`src/two_pkg.sv`:
```
package two_pkg;

	// Field and register widths
	localparam int YAW_W  = 21;
	localparam int ANG_W  = 32;
	localparam int POS_W  = 40;
	localparam int CIRC_W = 18;
	localparam int OFS_W  = 18;
	localparam int DIST_W = 48;
	localparam int DTH_W  = YAW_W + 1;

	// Configuration port
	localparam int APB_DW = 32;
	localparam int ADDR_W = 4;
	localparam int IDX_W  = 2;
	localparam logic [IDX_W-1:0] REG_WHEEL_CIRC    = 2'd0;
	localparam logic [IDX_W-1:0] REG_CENTER_OFFSET = 2'd1;
	localparam logic [IDX_W-1:0] REG_PERP_OFFSET   = 2'd2;
	localparam logic [CIRC_W-1:0] CIRC_RESET = 18'd56320;

	// Serial multiplier and divider
	localparam int MUL_AW = 48;
	localparam int MUL_BW = 32;
	localparam int MUL_PW = MUL_AW + MUL_BW;
	localparam int DIV_NW = 50;
	localparam int DIV_DW = DTH_W;
	localparam int DIST_DIV = 36000;

	// Fixed-point scaling
	localparam int ANG_SHIFT = 13;
	localparam int G_SHIFT   = 10;
	localparam int FRAC_Q24  = 24;
	localparam int FRAC_Q30  = 30;
	localparam int COS_SHIFT = 6;
	localparam int KEEP_W    = 64;

	// CORDIC
	localparam int COR_AW = 38;
	localparam int COR_XW = 34;
	localparam int S_W    = COR_XW + 1;
	localparam int TABLE_LEN = 24;
	localparam int CORDIC_STEPS = 16;
	localparam int COR_ITERS = (CORDIC_STEPS < TABLE_LEN) ? CORDIC_STEPS : TABLE_LEN;
	localparam int COR_CW = $clog2(TABLE_LEN);
	localparam logic signed [COR_AW-1:0] COR_PI     = 38'sd3373259426;
	localparam logic signed [COR_AW-1:0] COR_TWO_PI = 38'sd6746518852;
	localparam logic signed [COR_AW-1:0] COR_HALF   = 38'sd1686629713;
	localparam logic signed [COR_AW-1:0] COR_NHALF  = -38'sd1686629713;
	localparam logic signed [COR_XW-1:0] COR_GAIN   = 34'sd652032874;

	// Status of a multi-cycle arithmetic unit
	typedef struct packed {
		logic busy;
		logic done;
	} unit_stat_t;

	typedef enum logic [2:0] {
		COR_IDLE,
		COR_RED,
		COR_FOLD,
		COR_ITER,
		COR_FIN
	} cor_st_t;

	typedef enum logic [4:0] {
		ST_IDLE,
		ST_MUL_P,
		ST_DIV_P,
		ST_MUL_Q,
		ST_DIV_Q,
		ST_BRANCH,
		ST_COR_D,
		ST_DIV_G,
		ST_MUL_LX0,
		ST_MUL_LX1,
		ST_MUL_LY0,
		ST_MUL_LY1,
		ST_COR_M,
		ST_MUL_X0,
		ST_MUL_X1,
		ST_MUL_Y0,
		ST_MUL_Y1,
		ST_OUT
	} two_st_t;

	// Arctangent of 2^-i in Q30, truncated.
	function automatic logic [31:0] atan_q30(input logic [COR_CW-1:0] i);
		logic [31:0] v;
		case (i)
			5'd0:  v = 32'h3243F6A8;
			5'd1:  v = 32'h1DAC6705;
			5'd2:  v = 32'h0FADBAFC;
			5'd3:  v = 32'h07F56EA6;
			5'd4:  v = 32'h03FEAB76;
			5'd5:  v = 32'h01FFD55B;
			5'd6:  v = 32'h00FFFAAA;
			5'd7:  v = 32'h007FFF55;
			5'd8:  v = 32'h003FFFEA;
			5'd9:  v = 32'h001FFFFD;
			5'd10: v = 32'h000FFFFF;
			5'd11: v = 32'h0007FFFF;
			5'd12: v = 32'h0003FFFF;
			5'd13: v = 32'h0001FFFF;
			5'd14: v = 32'h0000FFFF;
			5'd15: v = 32'h00007FFF;
			5'd16: v = 32'h00003FFF;
			5'd17: v = 32'h00001FFF;
			5'd18: v = 32'h00000FFF;
			5'd19: v = 32'h000007FF;
			5'd20: v = 32'h000003FF;
			5'd21: v = 32'h000001FF;
			5'd22: v = 32'h000000FF;
			5'd23: v = 32'h0000007F;
			default: v = 32'h0000007F;
		endcase
		return v;
	endfunction

endpackage

```
`src/two_in_if.sv`:
```
interface two_in_if;
	logic valid;
	logic ready;
	logic signed [two_pkg::YAW_W-1:0] yaw_angle;
	logic signed [two_pkg::ANG_W-1:0] par_wheel_angle;
	logic signed [two_pkg::ANG_W-1:0] perp_wheel_angle;

	modport source (output valid, yaw_angle, par_wheel_angle, perp_wheel_angle, input ready);
	modport sink (input valid, yaw_angle, par_wheel_angle, perp_wheel_angle, output ready);
endinterface

```
`src/two_out_if.sv`:
```
interface two_out_if;
	logic valid;
	logic ready;
	logic signed [two_pkg::POS_W-1:0] pos_x;
	logic signed [two_pkg::POS_W-1:0] pos_y;
	logic signed [two_pkg::YAW_W-1:0] heading_out;

	modport source (output valid, pos_x, pos_y, heading_out, input ready);
	modport sink (input valid, pos_x, pos_y, heading_out, output ready);
endinterface

```
`src/two_mul.sv`:
```
module two_mul (
	input  logic clk,
	input  logic arst_n,
	input  logic start,
	input  logic signed [two_pkg::MUL_AW-1:0] a,
	input  logic signed [two_pkg::MUL_BW-1:0] b,
	output two_pkg::unit_stat_t stat,
	output logic signed [two_pkg::MUL_PW-1:0] prod
);
	import two_pkg::*;

	localparam int CW = $clog2(MUL_BW);

	logic signed [MUL_AW-1:0] a_q;
	logic signed [MUL_AW:0] hi_q;
	logic [MUL_BW-1:0] lo_q;
	logic [CW-1:0] cnt_q;
	logic busy_q;
	logic done_q;
	logic signed [MUL_AW+1:0] a_ext;
	logic signed [MUL_AW+1:0] addend;
	logic signed [MUL_AW+1:0] sum;
	logic [MUL_AW+MUL_BW:0] full;

	// One multiplier bit per cycle, LSB first; the sign bit carries negative weight.
	always_comb begin
		a_ext = (MUL_AW+2)'(a_q);
		addend = '0;
		if (lo_q[0]) begin
			addend = (cnt_q == CW'(MUL_BW - 1)) ? -a_ext : a_ext;
		end
		sum = (MUL_AW+2)'(hi_q) + addend;
	end

	// Control state of the shift-add sequence.
	always_ff @(posedge clk or negedge arst_n) begin
		if (!arst_n) begin
			busy_q <= 1'b0;
			done_q <= 1'b0;
			cnt_q <= '0;
		end else begin
			done_q <= 1'b0;
			if (start) begin
				busy_q <= 1'b1;
				cnt_q <= '0;
			end else if (busy_q) begin
				cnt_q <= cnt_q + 1'b1;
				if (cnt_q == CW'(MUL_BW - 1)) begin
					busy_q <= 1'b0;
					done_q <= 1'b1;
				end
			end
		end
	end

	// Partial product shifts right; low product bits replace the multiplier bits.
	always_ff @(posedge clk) begin
		if (start) begin
			a_q <= a;
			hi_q <= '0;
			lo_q <= b;
		end else if (busy_q) begin
			hi_q <= sum[MUL_AW+1:1];
			lo_q <= {sum[0], lo_q[MUL_BW-1:1]};
		end
	end

	assign full = {hi_q, lo_q};
	assign prod = full[MUL_PW-1:0];
	assign stat.busy = busy_q;
	assign stat.done = done_q;
endmodule

```
`src/two_div.sv`:
```
module two_div (
	input  logic clk,
	input  logic arst_n,
	input  logic start,
	input  logic [two_pkg::DIV_NW-1:0] num,
	input  logic [two_pkg::DIV_DW-1:0] den,
	output two_pkg::unit_stat_t stat,
	output logic [two_pkg::DIV_NW-1:0] quo,
	output logic rem_nz
);
	import two_pkg::*;

	localparam int CW = $clog2(DIV_NW);

	logic [DIV_DW-1:0] rem_q;
	logic [DIV_DW-1:0] den_q;
	logic [DIV_NW-1:0] quo_q;
	logic [CW-1:0] cnt_q;
	logic busy_q;
	logic done_q;
	logic [DIV_DW:0] trial;
	logic [DIV_DW:0] diff;
	logic fits;

	// Restoring division, one quotient bit per cycle.
	always_comb begin
		trial = {rem_q, quo_q[DIV_NW-1]};
		diff = trial - {1'b0, den_q};
		fits = (trial >= {1'b0, den_q});
	end

	always_ff @(posedge clk or negedge arst_n) begin
		if (!arst_n) begin
			busy_q <= 1'b0;
			done_q <= 1'b0;
			cnt_q <= '0;
		end else begin
			done_q <= 1'b0;
			if (start) begin
				busy_q <= 1'b1;
				cnt_q <= '0;
			end else if (busy_q) begin
				cnt_q <= cnt_q + 1'b1;
				if (cnt_q == CW'(DIV_NW - 1)) begin
					busy_q <= 1'b0;
					done_q <= 1'b1;
				end
			end
		end
	end

	// The dividend shifts out at the top while quotient bits enter at the bottom.
	always_ff @(posedge clk) begin
		if (start) begin
			rem_q <= '0;
			den_q <= den;
			quo_q <= num;
		end else if (busy_q) begin
			rem_q <= fits ? diff[DIV_DW-1:0] : trial[DIV_DW-1:0];
			quo_q <= {quo_q[DIV_NW-2:0], fits};
		end
	end

	assign quo = quo_q;
	assign rem_nz = |rem_q;
	assign stat.busy = busy_q;
	assign stat.done = done_q;
endmodule

```
`src/two_cordic.sv`:
```
module two_cordic (
	input  logic clk,
	input  logic arst_n,
	input  logic start,
	input  logic signed [two_pkg::COR_AW-1:0] angle,
	output two_pkg::unit_stat_t stat,
	output logic signed [two_pkg::COR_XW-1:0] sin_out,
	output logic signed [two_pkg::COR_XW-1:0] cos_out
);
	import two_pkg::*;

	cor_st_t state_q;
	cor_st_t state_d;
	logic signed [COR_AW-1:0] r_q;
	logic signed [COR_XW-1:0] x_q;
	logic signed [COR_XW-1:0] y_q;
	logic [COR_CW-1:0] i_q;
	logic neg_q;
	logic signed [COR_XW-1:0] xs;
	logic signed [COR_XW-1:0] ys;
	logic signed [COR_AW-1:0] at;
	logic in_range;

	always_ff @(posedge clk or negedge arst_n) begin
		if (!arst_n) begin
			state_q <= COR_IDLE;
		end else begin
			state_q <= state_d;
		end
	end

	// Reduction into [-pi, pi), quadrant fold, then the rotation iterations.
	always_comb begin
		in_range = !r_q[COR_AW-1] && (r_q < COR_TWO_PI);
		state_d = state_q;
		case (state_q)
			COR_IDLE: if (start) state_d = COR_RED;
			COR_RED: if (in_range) state_d = COR_FOLD;
			COR_FOLD: state_d = COR_ITER;
			COR_ITER: if (i_q == COR_CW'(COR_ITERS - 1)) state_d = COR_FIN;
			COR_FIN: state_d = COR_IDLE;
			default: state_d = COR_IDLE;
		endcase
	end

	always_comb begin
		xs = x_q >>> i_q;
		ys = y_q >>> i_q;
		at = {{(COR_AW-32){1'b0}}, atan_q30(i_q)};
	end

	always_ff @(posedge clk) begin
		case (state_q)
			COR_IDLE: begin
				if (start) begin
					r_q <= angle + COR_PI;
				end
			end
			COR_RED: begin
				if (r_q[COR_AW-1]) begin
					r_q <= r_q + COR_TWO_PI;
				end else if (!in_range) begin
					r_q <= r_q - COR_TWO_PI;
				end else begin
					r_q <= r_q - COR_PI;
				end
			end
			COR_FOLD: begin
				x_q <= COR_GAIN;
				y_q <= '0;
				i_q <= '0;
				if (r_q > COR_HALF) begin
					r_q <= r_q - COR_PI;
					neg_q <= 1'b1;
				end else if (r_q < COR_NHALF) begin
					r_q <= r_q + COR_PI;
					neg_q <= 1'b1;
				end else begin
					neg_q <= 1'b0;
				end
			end
			COR_ITER: begin
				i_q <= i_q + 1'b1;
				if (!r_q[COR_AW-1]) begin
					x_q <= x_q - ys;
					y_q <= y_q + xs;
					r_q <= r_q - at;
				end else begin
					x_q <= x_q + ys;
					y_q <= y_q - xs;
					r_q <= r_q + at;
				end
			end
			default: begin
			end
		endcase
	end

	assign sin_out = neg_q ? -y_q : y_q;
	assign cos_out = neg_q ? -x_q : x_q;
	assign stat.busy = (state_q != COR_IDLE);
	assign stat.done = (state_q == COR_FIN);
endmodule

```
`src/tracking_wheel_odometry_unit.sv`:
```
// Tracking-wheel arc odometry: one pose update for each input beat.
// The input channel carries the IMU yaw and the cumulative angles of the
// parallel and perpendicular tracking wheels; the output channel carries the
// global x/y position and the stored heading. Both use valid/ready, and a
// beat moves at a clock edge where both are high.
// The APB port holds the wheel circumference and the two wheel offsets.
// An item passes from acceptance to the result beat through a shift-add
// multiplier retiring one multiplier bit per cycle (up to ten products), a
// restoring divider retiring one quotient bit per cycle (up to three
// quotients) and an iterative CORDIC (twice). Without a perpendicular
// wheel and with no heading change, five products, one quotient and one
// CORDIC run remain. One item is processed at a time; the next is accepted
// as soon as the result sits in the output register, even if the receiver
// has not taken it.
// A stalled receiver holds the result; a finished item then waits for the
// output register to free up before the next input is accepted.
// Reset clears the pose, the stored distances and heading, and restores the
// register defaults.
module tracking_wheel_odometry_unit (
	input  logic clk,
	input  logic arst_n,
	input  logic psel,
	input  logic penable,
	input  logic pwrite,
	input  logic [two_pkg::ADDR_W-1:0] paddr,
	input  logic [two_pkg::APB_DW-1:0] pwdata,
	output logic [two_pkg::APB_DW-1:0] prdata,
	output logic pready,
	two_in_if.sink in_ch,
	two_out_if.source out_ch
);
	import two_pkg::*;

	two_st_t state_q;
	two_st_t state_d;

	// Configuration
	logic [CIRC_W-1:0] circ_q;
	logic signed [OFS_W-1:0] center_q;
	logic signed [OFS_W-1:0] perp_ofs_q;
	logic [IDX_W-1:0] reg_idx;
	logic cfg_wr;

	// Pose state
	logic signed [DIST_W-1:0] last_par_q;
	logic signed [DIST_W-1:0] last_perp_q;
	logic signed [YAW_W-1:0] last_head_q;
	logic [POS_W-1:0] acc_x_q;
	logic [POS_W-1:0] acc_y_q;

	// Working registers
	logic signed [ANG_W-1:0] par_q;
	logic signed [ANG_W-1:0] perp_q;
	logic signed [DTH_W-1:0] dth_q;
	logic signed [DTH_W-1:0] mid_q;
	logic signed [DIST_W-1:0] dpar_q;
	logic signed [DIST_W-1:0] dperp_q;
	logic signed [S_W-1:0] s_q;
	logic signed [MUL_BW-1:0] g_q;
	logic signed [DIST_W-1:0] lx_q;
	logic signed [DIST_W-1:0] ly_q;
	logic signed [MUL_BW-1:0] c24_q;
	logic signed [MUL_BW-1:0] s24_q;
	logic [KEEP_W-1:0] t_q;
	logic div_neg_q;
	logic launched_q;

	// Output register
	logic out_valid_q;
	logic signed [POS_W-1:0] out_x_q;
	logic signed [POS_W-1:0] out_y_q;
	logic signed [YAW_W-1:0] out_h_q;

	// Unit connections
	logic mul_go;
	logic div_go;
	logic cor_go;
	unit_stat_t mul_stat;
	unit_stat_t div_stat;
	unit_stat_t cor_stat;
	logic signed [MUL_AW-1:0] mul_a;
	logic signed [MUL_BW-1:0] mul_b;
	logic signed [MUL_PW-1:0] mul_prod;
	logic [DIV_NW-1:0] div_num;
	logic [DIV_DW-1:0] div_den;
	logic [DIV_NW-1:0] div_quo;
	logic div_rem_nz;
	logic div_neg;
	logic signed [COR_AW-1:0] cor_angle;
	logic signed [COR_XW-1:0] cor_sin;
	logic signed [COR_XW-1:0] cor_cos;

	// Control decode
	logic is_mul;
	logic is_div;
	logic is_cor;
	logic unit_done;
	logic in_ready;
	logic out_load;

	// Derived values
	logic signed [MUL_PW-1:0] p24;
	logic signed [MUL_PW-1:0] p30;
	logic [MUL_PW-1:0] abs_prod;
	logic [S_W-1:0] abs_s;
	logic [DTH_W-1:0] abs_dth;
	logic [DIST_W-1:0] dist_mag;
	logic [DIST_W-1:0] dist_val;
	logic [MUL_BW-1:0] g_mag;
	logic [KEEP_W-1:0] sum_x;
	logic [KEEP_W-1:0] sum_y;
	logic signed [COR_XW-1:0] cos_sh;
	logic signed [COR_XW-1:0] sin_sh;

	// Configuration port
	assign pready = 1'b1;
	assign cfg_wr = psel && penable && pwrite;
	assign reg_idx = paddr[ADDR_W-1:2];

	always_ff @(posedge clk or negedge arst_n) begin
		if (!arst_n) begin
			circ_q <= CIRC_RESET;
			center_q <= '0;
			perp_ofs_q <= '0;
		end else if (cfg_wr) begin
			case (reg_idx)
				REG_WHEEL_CIRC: circ_q <= pwdata[CIRC_W-1:0];
				REG_CENTER_OFFSET: center_q <= pwdata[OFS_W-1:0];
				REG_PERP_OFFSET: perp_ofs_q <= pwdata[OFS_W-1:0];
				default: begin
				end
			endcase
		end
	end

	always_comb begin
		case (reg_idx)
			REG_WHEEL_CIRC: prdata = {{(APB_DW-CIRC_W){1'b0}}, circ_q};
			REG_CENTER_OFFSET: prdata = APB_DW'(center_q);
			REG_PERP_OFFSET: prdata = APB_DW'(perp_ofs_q);
			default: prdata = '0;
		endcase
	end

	// Arithmetic units
	two_mul u_mul (
		.clk(clk),
		.arst_n(arst_n),
		.start(mul_go),
		.a(mul_a),
		.b(mul_b),
		.stat(mul_stat),
		.prod(mul_prod)
	);

	two_div u_div (
		.clk(clk),
		.arst_n(arst_n),
		.start(div_go),
		.num(div_num),
		.den(div_den),
		.stat(div_stat),
		.quo(div_quo),
		.rem_nz(div_rem_nz)
	);

	two_cordic u_cordic (
		.clk(clk),
		.arst_n(arst_n),
		.start(cor_go),
		.angle(cor_angle),
		.stat(cor_stat),
		.sin_out(cor_sin),
		.cos_out(cor_cos)
	);

	// Sequencer state register
	always_ff @(posedge clk or negedge arst_n) begin
		if (!arst_n) begin
			state_q <= ST_IDLE;
			launched_q <= 1'b0;
		end else begin
			state_q <= state_d;
			if (unit_done) begin
				launched_q <= 1'b0;
			end else if (mul_go || div_go || cor_go) begin
				launched_q <= 1'b1;
			end
		end
	end

	// Next state, unit launches and handshakes
	always_comb begin
		is_mul = state_q inside {ST_MUL_P, ST_MUL_Q, ST_MUL_LX0, ST_MUL_LX1, ST_MUL_LY0,
			ST_MUL_LY1, ST_MUL_X0, ST_MUL_X1, ST_MUL_Y0, ST_MUL_Y1};
		is_div = state_q inside {ST_DIV_P, ST_DIV_Q, ST_DIV_G};
		is_cor = state_q inside {ST_COR_D, ST_COR_M};
		mul_go = is_mul && !launched_q && !mul_stat.busy;
		div_go = is_div && !launched_q && !div_stat.busy;
		cor_go = is_cor && !launched_q && !cor_stat.busy;
		unit_done = launched_q && ((is_mul && mul_stat.done) || (is_div && div_stat.done)
			|| (is_cor && cor_stat.done));
		in_ready = 1'b0;
		out_load = 1'b0;
		state_d = state_q;
		case (state_q)
			ST_IDLE: begin
				in_ready = 1'b1;
				if (in_ch.valid) state_d = ST_MUL_P;
			end
			ST_MUL_P: if (unit_done) state_d = ST_DIV_P;
			ST_DIV_P: begin
				if (unit_done) state_d = (perp_ofs_q != '0) ? ST_MUL_Q : ST_BRANCH;
			end
			ST_MUL_Q: if (unit_done) state_d = ST_DIV_Q;
			ST_DIV_Q: if (unit_done) state_d = ST_BRANCH;
			ST_BRANCH: state_d = (dth_q != '0) ? ST_COR_D : ST_COR_M;
			ST_COR_D: if (unit_done) state_d = ST_DIV_G;
			ST_DIV_G: if (unit_done) state_d = ST_MUL_LX0;
			ST_MUL_LX0: if (unit_done) state_d = ST_MUL_LX1;
			ST_MUL_LX1: if (unit_done) state_d = ST_MUL_LY0;
			ST_MUL_LY0: if (unit_done) state_d = ST_MUL_LY1;
			ST_MUL_LY1: if (unit_done) state_d = ST_COR_M;
			ST_COR_M: if (unit_done) state_d = ST_MUL_X0;
			ST_MUL_X0: if (unit_done) state_d = ST_MUL_X1;
			ST_MUL_X1: if (unit_done) state_d = ST_MUL_Y0;
			ST_MUL_Y0: if (unit_done) state_d = ST_MUL_Y1;
			ST_MUL_Y1: if (unit_done) state_d = ST_OUT;
			ST_OUT: begin
				if (!out_valid_q || out_ch.ready) begin
					out_load = 1'b1;
					state_d = ST_IDLE;
				end
			end
			default: state_d = ST_IDLE;
		endcase
	end

	// Operand selection for the multiplier
	always_comb begin
		mul_a = '0;
		mul_b = '0;
		case (state_q)
			ST_MUL_P: begin
				mul_a = MUL_AW'(par_q);
				mul_b = {{(MUL_BW-CIRC_W){1'b0}}, circ_q};
			end
			ST_MUL_Q: begin
				mul_a = MUL_AW'(perp_q);
				mul_b = {{(MUL_BW-CIRC_W){1'b0}}, circ_q};
			end
			ST_MUL_LX0: begin
				mul_a = dpar_q;
				mul_b = g_q;
			end
			ST_MUL_LX1: begin
				mul_a = MUL_AW'(s_q);
				mul_b = MUL_BW'(center_q);
			end
			ST_MUL_LY0: begin
				mul_a = dperp_q;
				mul_b = g_q;
			end
			ST_MUL_LY1: begin
				mul_a = MUL_AW'(s_q);
				mul_b = MUL_BW'(perp_ofs_q);
			end
			ST_MUL_X0: begin
				mul_a = lx_q;
				mul_b = c24_q;
			end
			ST_MUL_X1: begin
				mul_a = ly_q;
				mul_b = s24_q;
			end
			ST_MUL_Y0: begin
				mul_a = lx_q;
				mul_b = s24_q;
			end
			ST_MUL_Y1: begin
				mul_a = ly_q;
				mul_b = c24_q;
			end
			default: begin
			end
		endcase
	end

	// Divider operands: magnitudes, with the quotient sign kept aside
	always_comb begin
		abs_prod = mul_prod[MUL_PW-1] ? -mul_prod : mul_prod;
		abs_s = s_q[S_W-1] ? -s_q : s_q;
		abs_dth = dth_q[DTH_W-1] ? -dth_q : dth_q;
		if (state_q == ST_DIV_G) begin
			div_num = DIV_NW'({abs_s, {G_SHIFT{1'b0}}});
			div_den = abs_dth;
			div_neg = s_q[S_W-1] ^ dth_q[DTH_W-1];
		end else begin
			div_num = abs_prod[DIV_NW-1:0];
			div_den = DIV_DW'(DIST_DIV);
			div_neg = mul_prod[MUL_PW-1];
		end
	end

	// Rotation angle in Q30: half the heading change, or the mid-step heading
	assign cor_angle = ((state_q == ST_COR_D) ? COR_AW'(dth_q) : COR_AW'(mid_q)) <<< ANG_SHIFT;

	// Result shaping
	always_comb begin
		p24 = mul_prod >>> FRAC_Q24;
		p30 = mul_prod >>> FRAC_Q30;
		dist_mag = div_quo[DIST_W-1:0];
		dist_val = div_neg_q ? (-dist_mag - DIST_W'(div_rem_nz)) : dist_mag;
		g_mag = div_quo[MUL_BW-1:0];
		sum_x = t_q - mul_prod[KEEP_W-1:0];
		sum_y = t_q + mul_prod[KEEP_W-1:0];
		cos_sh = cor_cos >>> COS_SHIFT;
		sin_sh = cor_sin >>> COS_SHIFT;
	end

	// Pose state: stored distances, heading and accumulated position
	always_ff @(posedge clk or negedge arst_n) begin
		if (!arst_n) begin
			last_par_q <= '0;
			last_perp_q <= '0;
			last_head_q <= '0;
			acc_x_q <= '0;
			acc_y_q <= '0;
		end else begin
			if (in_ready && in_ch.valid) begin
				last_head_q <= in_ch.yaw_angle;
			end
			if (unit_done) begin
				case (state_q)
					ST_DIV_P: begin
						last_par_q <= dist_val;
						if (perp_ofs_q == '0) last_perp_q <= '0;
					end
					ST_DIV_Q: last_perp_q <= dist_val;
					ST_MUL_X1: acc_x_q <= acc_x_q + sum_x[KEEP_W-1:FRAC_Q24];
					ST_MUL_Y1: acc_y_q <= acc_y_q + sum_y[KEEP_W-1:FRAC_Q24];
					default: begin
					end
				endcase
			end
		end
	end

	// Working registers, captured on input acceptance, at the branch and as each unit finishes
	always_ff @(posedge clk) begin
		if (in_ready && in_ch.valid) begin
			par_q <= in_ch.par_wheel_angle;
			perp_q <= in_ch.perp_wheel_angle;
			dth_q <= DTH_W'(in_ch.yaw_angle) - DTH_W'(last_head_q);
			mid_q <= DTH_W'(in_ch.yaw_angle) + DTH_W'(last_head_q);
		end
		if (div_go) begin
			div_neg_q <= div_neg;
		end
		if (state_q == ST_BRANCH && dth_q == '0) begin
			lx_q <= dpar_q;
			ly_q <= dperp_q;
		end
		if (unit_done) begin
			case (state_q)
				ST_DIV_P: begin
					dpar_q <= dist_val - last_par_q;
					if (perp_ofs_q == '0) dperp_q <= -last_perp_q;
				end
				ST_DIV_Q: dperp_q <= dist_val - last_perp_q;
				ST_COR_D: s_q <= {cor_sin, 1'b0};
				ST_DIV_G: g_q <= div_neg_q ? -g_mag : g_mag;
				ST_MUL_LX0: lx_q <= p24[DIST_W-1:0];
				ST_MUL_LX1: lx_q <= lx_q - p30[DIST_W-1:0];
				ST_MUL_LY0: ly_q <= p24[DIST_W-1:0];
				ST_MUL_LY1: ly_q <= ly_q + p30[DIST_W-1:0];
				ST_COR_M: begin
					c24_q <= MUL_BW'(cos_sh);
					s24_q <= MUL_BW'(sin_sh);
				end
				ST_MUL_X0: t_q <= mul_prod[KEEP_W-1:0];
				ST_MUL_Y0: t_q <= mul_prod[KEEP_W-1:0];
				default: begin
				end
			endcase
		end
	end

	// Output register: holds the beat while the receiver stalls
	always_ff @(posedge clk or negedge arst_n) begin
		if (!arst_n) begin
			out_valid_q <= 1'b0;
		end else if (out_load) begin
			out_valid_q <= 1'b1;
		end else if (out_ch.ready) begin
			out_valid_q <= 1'b0;
		end
	end

	always_ff @(posedge clk) begin
		if (out_load) begin
			out_x_q <= acc_x_q;
			out_y_q <= acc_y_q;
			out_h_q <= last_head_q;
		end
	end

	assign in_ch.ready = in_ready;
	assign out_ch.valid = out_valid_q;
	assign out_ch.pos_x = out_x_q;
	assign out_ch.pos_y = out_y_q;
	assign out_ch.heading_out = out_h_q;
endmodule
```
`src/flat_wrapper.sv`:
```
// flat-port wrapper written by rule: the top's interface ports become plain ports
module tracking_wheel_odometry_unit_flat import two_pkg::*;
  (clk, arst_n, psel, penable, pwrite, paddr, pwdata, prdata, pready, in_ch_valid, in_ch_yaw_angle, in_ch_par_wheel_angle, in_ch_perp_wheel_angle, in_ch_ready, out_ch_valid, out_ch_pos_x, out_ch_pos_y, out_ch_heading_out, out_ch_ready);
  two_in_if in_ch_i ();
  two_out_if out_ch_i ();
  input  logic clk;
  input  logic arst_n;
  input  logic psel;
  input  logic penable;
  input  logic pwrite;
  input  logic [two_pkg::ADDR_W-1:0] paddr;
  input  logic [two_pkg::APB_DW-1:0] pwdata;
  output logic [two_pkg::APB_DW-1:0] prdata;
  output logic pready;
  input wire logic [$bits(in_ch_i.valid)-1:0] in_ch_valid;
  input wire logic [$bits(in_ch_i.yaw_angle)-1:0] in_ch_yaw_angle;
  input wire logic [$bits(in_ch_i.par_wheel_angle)-1:0] in_ch_par_wheel_angle;
  input wire logic [$bits(in_ch_i.perp_wheel_angle)-1:0] in_ch_perp_wheel_angle;
  output wire logic [$bits(in_ch_i.ready)-1:0] in_ch_ready;
  output wire logic [$bits(out_ch_i.valid)-1:0] out_ch_valid;
  output wire logic [$bits(out_ch_i.pos_x)-1:0] out_ch_pos_x;
  output wire logic [$bits(out_ch_i.pos_y)-1:0] out_ch_pos_y;
  output wire logic [$bits(out_ch_i.heading_out)-1:0] out_ch_heading_out;
  input wire logic [$bits(out_ch_i.ready)-1:0] out_ch_ready;
  assign in_ch_i.valid = in_ch_valid;
  assign in_ch_i.yaw_angle = in_ch_yaw_angle;
  assign in_ch_i.par_wheel_angle = in_ch_par_wheel_angle;
  assign in_ch_i.perp_wheel_angle = in_ch_perp_wheel_angle;
  assign in_ch_ready = in_ch_i.ready;
  assign out_ch_valid = out_ch_i.valid;
  assign out_ch_pos_x = out_ch_i.pos_x;
  assign out_ch_pos_y = out_ch_i.pos_y;
  assign out_ch_heading_out = out_ch_i.heading_out;
  assign out_ch_i.ready = out_ch_ready;
  tracking_wheel_odometry_unit u_core (.clk(clk), .arst_n(arst_n), .psel(psel), .penable(penable), .pwrite(pwrite), .paddr(paddr), .pwdata(pwdata), .prdata(prdata), .pready(pready), .in_ch(in_ch_i), .out_ch(out_ch_i));
endmodule
```
`config.mk`:
```
export PLATFORM = sky130hd
export DESIGN_NAME = tracking_wheel_odometry_unit_flat
export DESIGN_NICKNAME = d
export VERILOG_FILES = /design/src/two_pkg.sv /design/src/two_in_if.sv /design/src/two_out_if.sv /design/src/two_mul.sv /design/src/two_div.sv /design/src/two_cordic.sv /design/src/tracking_wheel_odometry_unit.sv /design/src/flat_wrapper.sv
export SDC_FILE = /design/constraint.sdc
export NUM_CORES = 2
export LEC_CHECK = 0
export BUFFER_PORTS_ARGS = -buffer_cell sky130_fd_sc_hd__buf_2
export CORE_UTILIZATION = 40
export CTS_BUF_LIST = sky130_fd_sc_hd__clkbuf_8
export CTS_CLUSTER_SIZE = 16
export DETAILED_ROUTE_END_ITERATION = 10
export PLACE_DENSITY = 0.61
export SYNTH_ARGS = -nofsm -noshare
export SYNTH_HDL_FRONTEND = slang
export SYNTH_HIERARCHICAL = 1
export SYNTH_SLANG_ARGS = --single-unit
```
`constraint.sdc`:
```
create_clock -name clk -period 13.3 [get_ports clk]
set_input_delay 0.665 -clock clk [delete_from_list [all_inputs] [get_ports clk]]
set_output_delay 0.665 -clock clk [all_outputs]
set_load 0.01 [all_outputs]
```
==> results.sh <==
export IMPL_die_area_um2=246000
export IMPL_power_switching_mw=15.9
export IMPL_grt_pass1_vias=82406
export IMPL_drt_wl_total_um=340000
export IMPL_final_period_utilization_pct=62.1
export IMPL_grt_usage_pct=26.9
export IMPL_cts_setup_buffers=0
export IMPL_hold_violations=0
export IMPL_regArea_um2=33500
export IMPL_layout_commonest_cell="nand2_1"
export IMPL_vias=85088
export IMPL_firstDrtPassIters=8
export IMPL_htreeDepth=4
export IMPL_nets=11795
export IMPL_p_comb_share_pct=65.9
export IMPL_tightest_slew_ns=1.15
export IMPL_path_common_cell="a21oi_1"
export IMPL_syn_area_um2=97500
export IMPL_dieWidth_um=496
export IMPL_fill_cells=23296
export IMPL_io_buffers=246
export IMPL_p_per_area_nw_per_um2=293
export IMPL_final_max_slew_violation_count=0
export IMPL_grt_pass1_wl_um=509000
export IMPL_wl_per_cell_um=23.7
export IMPL_start_kind="register"
export IMPL_crit_chain="buf_4, buf_4, mux4_1, a32oi_1, o31ai_1, a311oi_1, ha_1, inv_1, a2111oi_1, and2_1, a21oi_1, xnor2_1, ha_1, a21oi_1, o21ai_0, a221oi_1, o21bai_1, a221o_1, a21oi_1, o211ai_1, a31o_2"
export IMPL_via_per_inst=5.94
export IMPL_path_clk_slew_ns=0.07
export IMPL_leakagePower_nw=43.8
export IMPL_dp_hpwl_um=256000
export IMPL_area_growth_pct=10.1
export IMPL_clkLatencyLatePin_ns=1.06
export IMPL_tritoncts="done"
export IMPL_drtAntennaViolNets=0
export IMPL_start_util_pct=40.4
export IMPL_critPathArrivalTime_ns=9.07
export IMPL_drive_gt1_share_pct=11.1
export IMPL_run_status="finished, final reports clean"
export IMPL_vdd_drop_max_uv=335
export IMPL_clockRootBuffer="clkbuf_8"
export IMPL_core_area_um2=241000
export IMPL_setup_tns_ns=0
export IMPL_worst_endpoint_required_ns=14.11
export IMPL_antenna_found_initial=11
export IMPL_whs_ns=0.223
export IMPL_clock_path_buffers=3
export IMPL_synth_cells=10803
export IMPL_p_clk_share_pct=12.5
export IMPL_yosysWarnings=6
export IMPL_crit_fanout=61
export IMPL_die_h_um=496
export IMPL_maxCapViolations=0
export IMPL_cts_sinks=1228
export IMPL_met1_length_um=145000
export IMPL_clock_skew_ns=0.0700
export IMPL_route_detailed_drc=0
export IMPL_first_iter_violations=8020
export IMPL_setup_viol=0
export IMPL_max_freq_mhz=121
export IMPL_min_period_ns=8.27
export IMPL_multi_input_area_um2=59400
export IMPL_rows=180
export IMPL_avgSynthCellArea_um2=9.03
export IMPL_rsz0062_at_grt="false"
export IMPL_critPathKind="reg -> reg"
export IMPL_cp_slowest_cell="buf_4"
export IMPL_p_seq_share_pct=21.7
export IMPL_gp_congestion=0.988
export IMPL_cts_buffers=226
export IMPL_wl_met3_um=25300
export IMPL_swShare_pct=50.7
export IMPL_io_pins=264
export IMPL_hold_class="in -> async"
export IMPL_r2r_slack_ns=5.03
export IMPL_dr_wl_met2_um=153000
export IMPL_relSlewSlack_pct=23.6
export IMPL_overflow=0
export IMPL_slowest_delay_ns=0.83
export IMPL_grt_max_degree=162
export IMPL_routed_top_layer="met5"
export IMPL_p_int_mw=15.5
export IMPL_final_cell_mix="nand2_1 (982), a21oi_1 (852), edfxtp_1 (755), nor2_1 (721), ha_1 (714)"
export IMPL_end_kind="register"
[power groups by stage]
stage	Clock (mW)	Combinational [mW]	Sequential (mW)
4_1_cts	4.04	20.4	6.74
3_5_place_dp	0	20.2	6.81
6_report	3.92	20.7	6.81
3_3_place_gp	0	19.9	6.79
2_1_floorplan	0	15.5	5.91
5_1_grt	4.18	22.6	6.88
[flip-flops by register name, summed over array words and instances (netlist names), 38 cells and up]
| name | cells |
|---|---|
| u_core/out_ch.pos_y | 40 |
| u_core/dperp_q | 48 |
| u_core/u_mul/hi_q | 49 |
| u_core/ly_q | 48 |
| u_core/dpar_q | 48 |
| u_core/u_cordic/r_q | 38 |
| u_core/last_par_q | 48 |
| u_core/acc_y_q | 40 |
| u_core/u_div/quo | 50 |
| u_core/acc_x_q | 40 |
| u_core/out_ch.pos_x | 40 |
| u_core/lx_q | 48 |
| u_core/u_mul/a_q | 48 |
| u_core/t_q | 64 |
| u_core/last_perp_q | 48 |
[critical path: cells and delay by family (launching register included)]
family	cells	cell delay [ns]
xor+xnor	1	0.17
buf+inv	3	1.53
fa+ha+maj	2	0.69
simple gates	1	0.25
mux	1	0.83
compound gates	13	4.05
flops	1	0.41
[final cells by class]
class	count	share of cell area [%]
clock inverters	181	1.30
flip-flops and latches	1228	31.2
well taps	3185	3.71
inverters	570	2.00
diodes	8	0.0186
clock buffers	249	3.19
repair buffers	503	3.23
multi-input cells	8411	55.3
[stage by stage]
step	setup WS (ns)	util (%)	cell area [um^2]	std cells	total power, mW
after global placement	5.25	42.0	101000	13792	26.6
after floorplan	6.62	-	97700	10855	21.4
final	5.03	44.5	107000	14335	31.4
after CTS	5.08	44.5	107000	14327	31.1
after detailed placement	5.13	42.0	101000	13792	27.0
after global routing	4.55	44.5	107000	14332	33.6
[repair_timing]
action | 4_1_cts | 5_1_grt
hold buffers | 105 | 0
resized for setup | 0 | 0
endpoints found under the hold margin | 225 | 0
[routing by layer]
| metal | GRT usage (%) | vias to the layer above |
|---|---|---|
| li1 | - | 39897 |
| met1 | 35.6 | 41097 |
| met2 | 43.1 | 3428 |
| met3 | 4.37 | 658 |
| met4 | 12.1 | 8 |
| met5 | 0 | - |
[final timing paths]
| path | start | endpoint | cells past startpoint |
|---|---|---|---|
| min reg2reg | u_core/last_perp_q[43]$_DFFE_PN0P_ | u_core/last_perp_q[43]$_DFFE_PN0P_ | 2 |
| max | u_core/u_cordic/i_q[1]$_DFFE_PN_ | u_core/u_cordic/x_q[32]$_SDFFCE_PN0N_ | 21 |
| min in group clk | in_ch_valid | u_core/last_head_q[0]$_DFFE_PN0P_ | 5 |
| max reg2reg | u_core/u_cordic/i_q[1]$_DFFE_PN_ | u_core/u_cordic/x_q[32]$_SDFFCE_PN0N_ | 21 |
| max in group asynchronous | arst_n | u_core/perp_ofs_q[14]$_DFFE_PN0P_ | 4 |
| min | arst_n | u_core/acc_x_q[28]$_DFFE_PN0P_ | 2 |
Power figures use the tool's default switching activity.
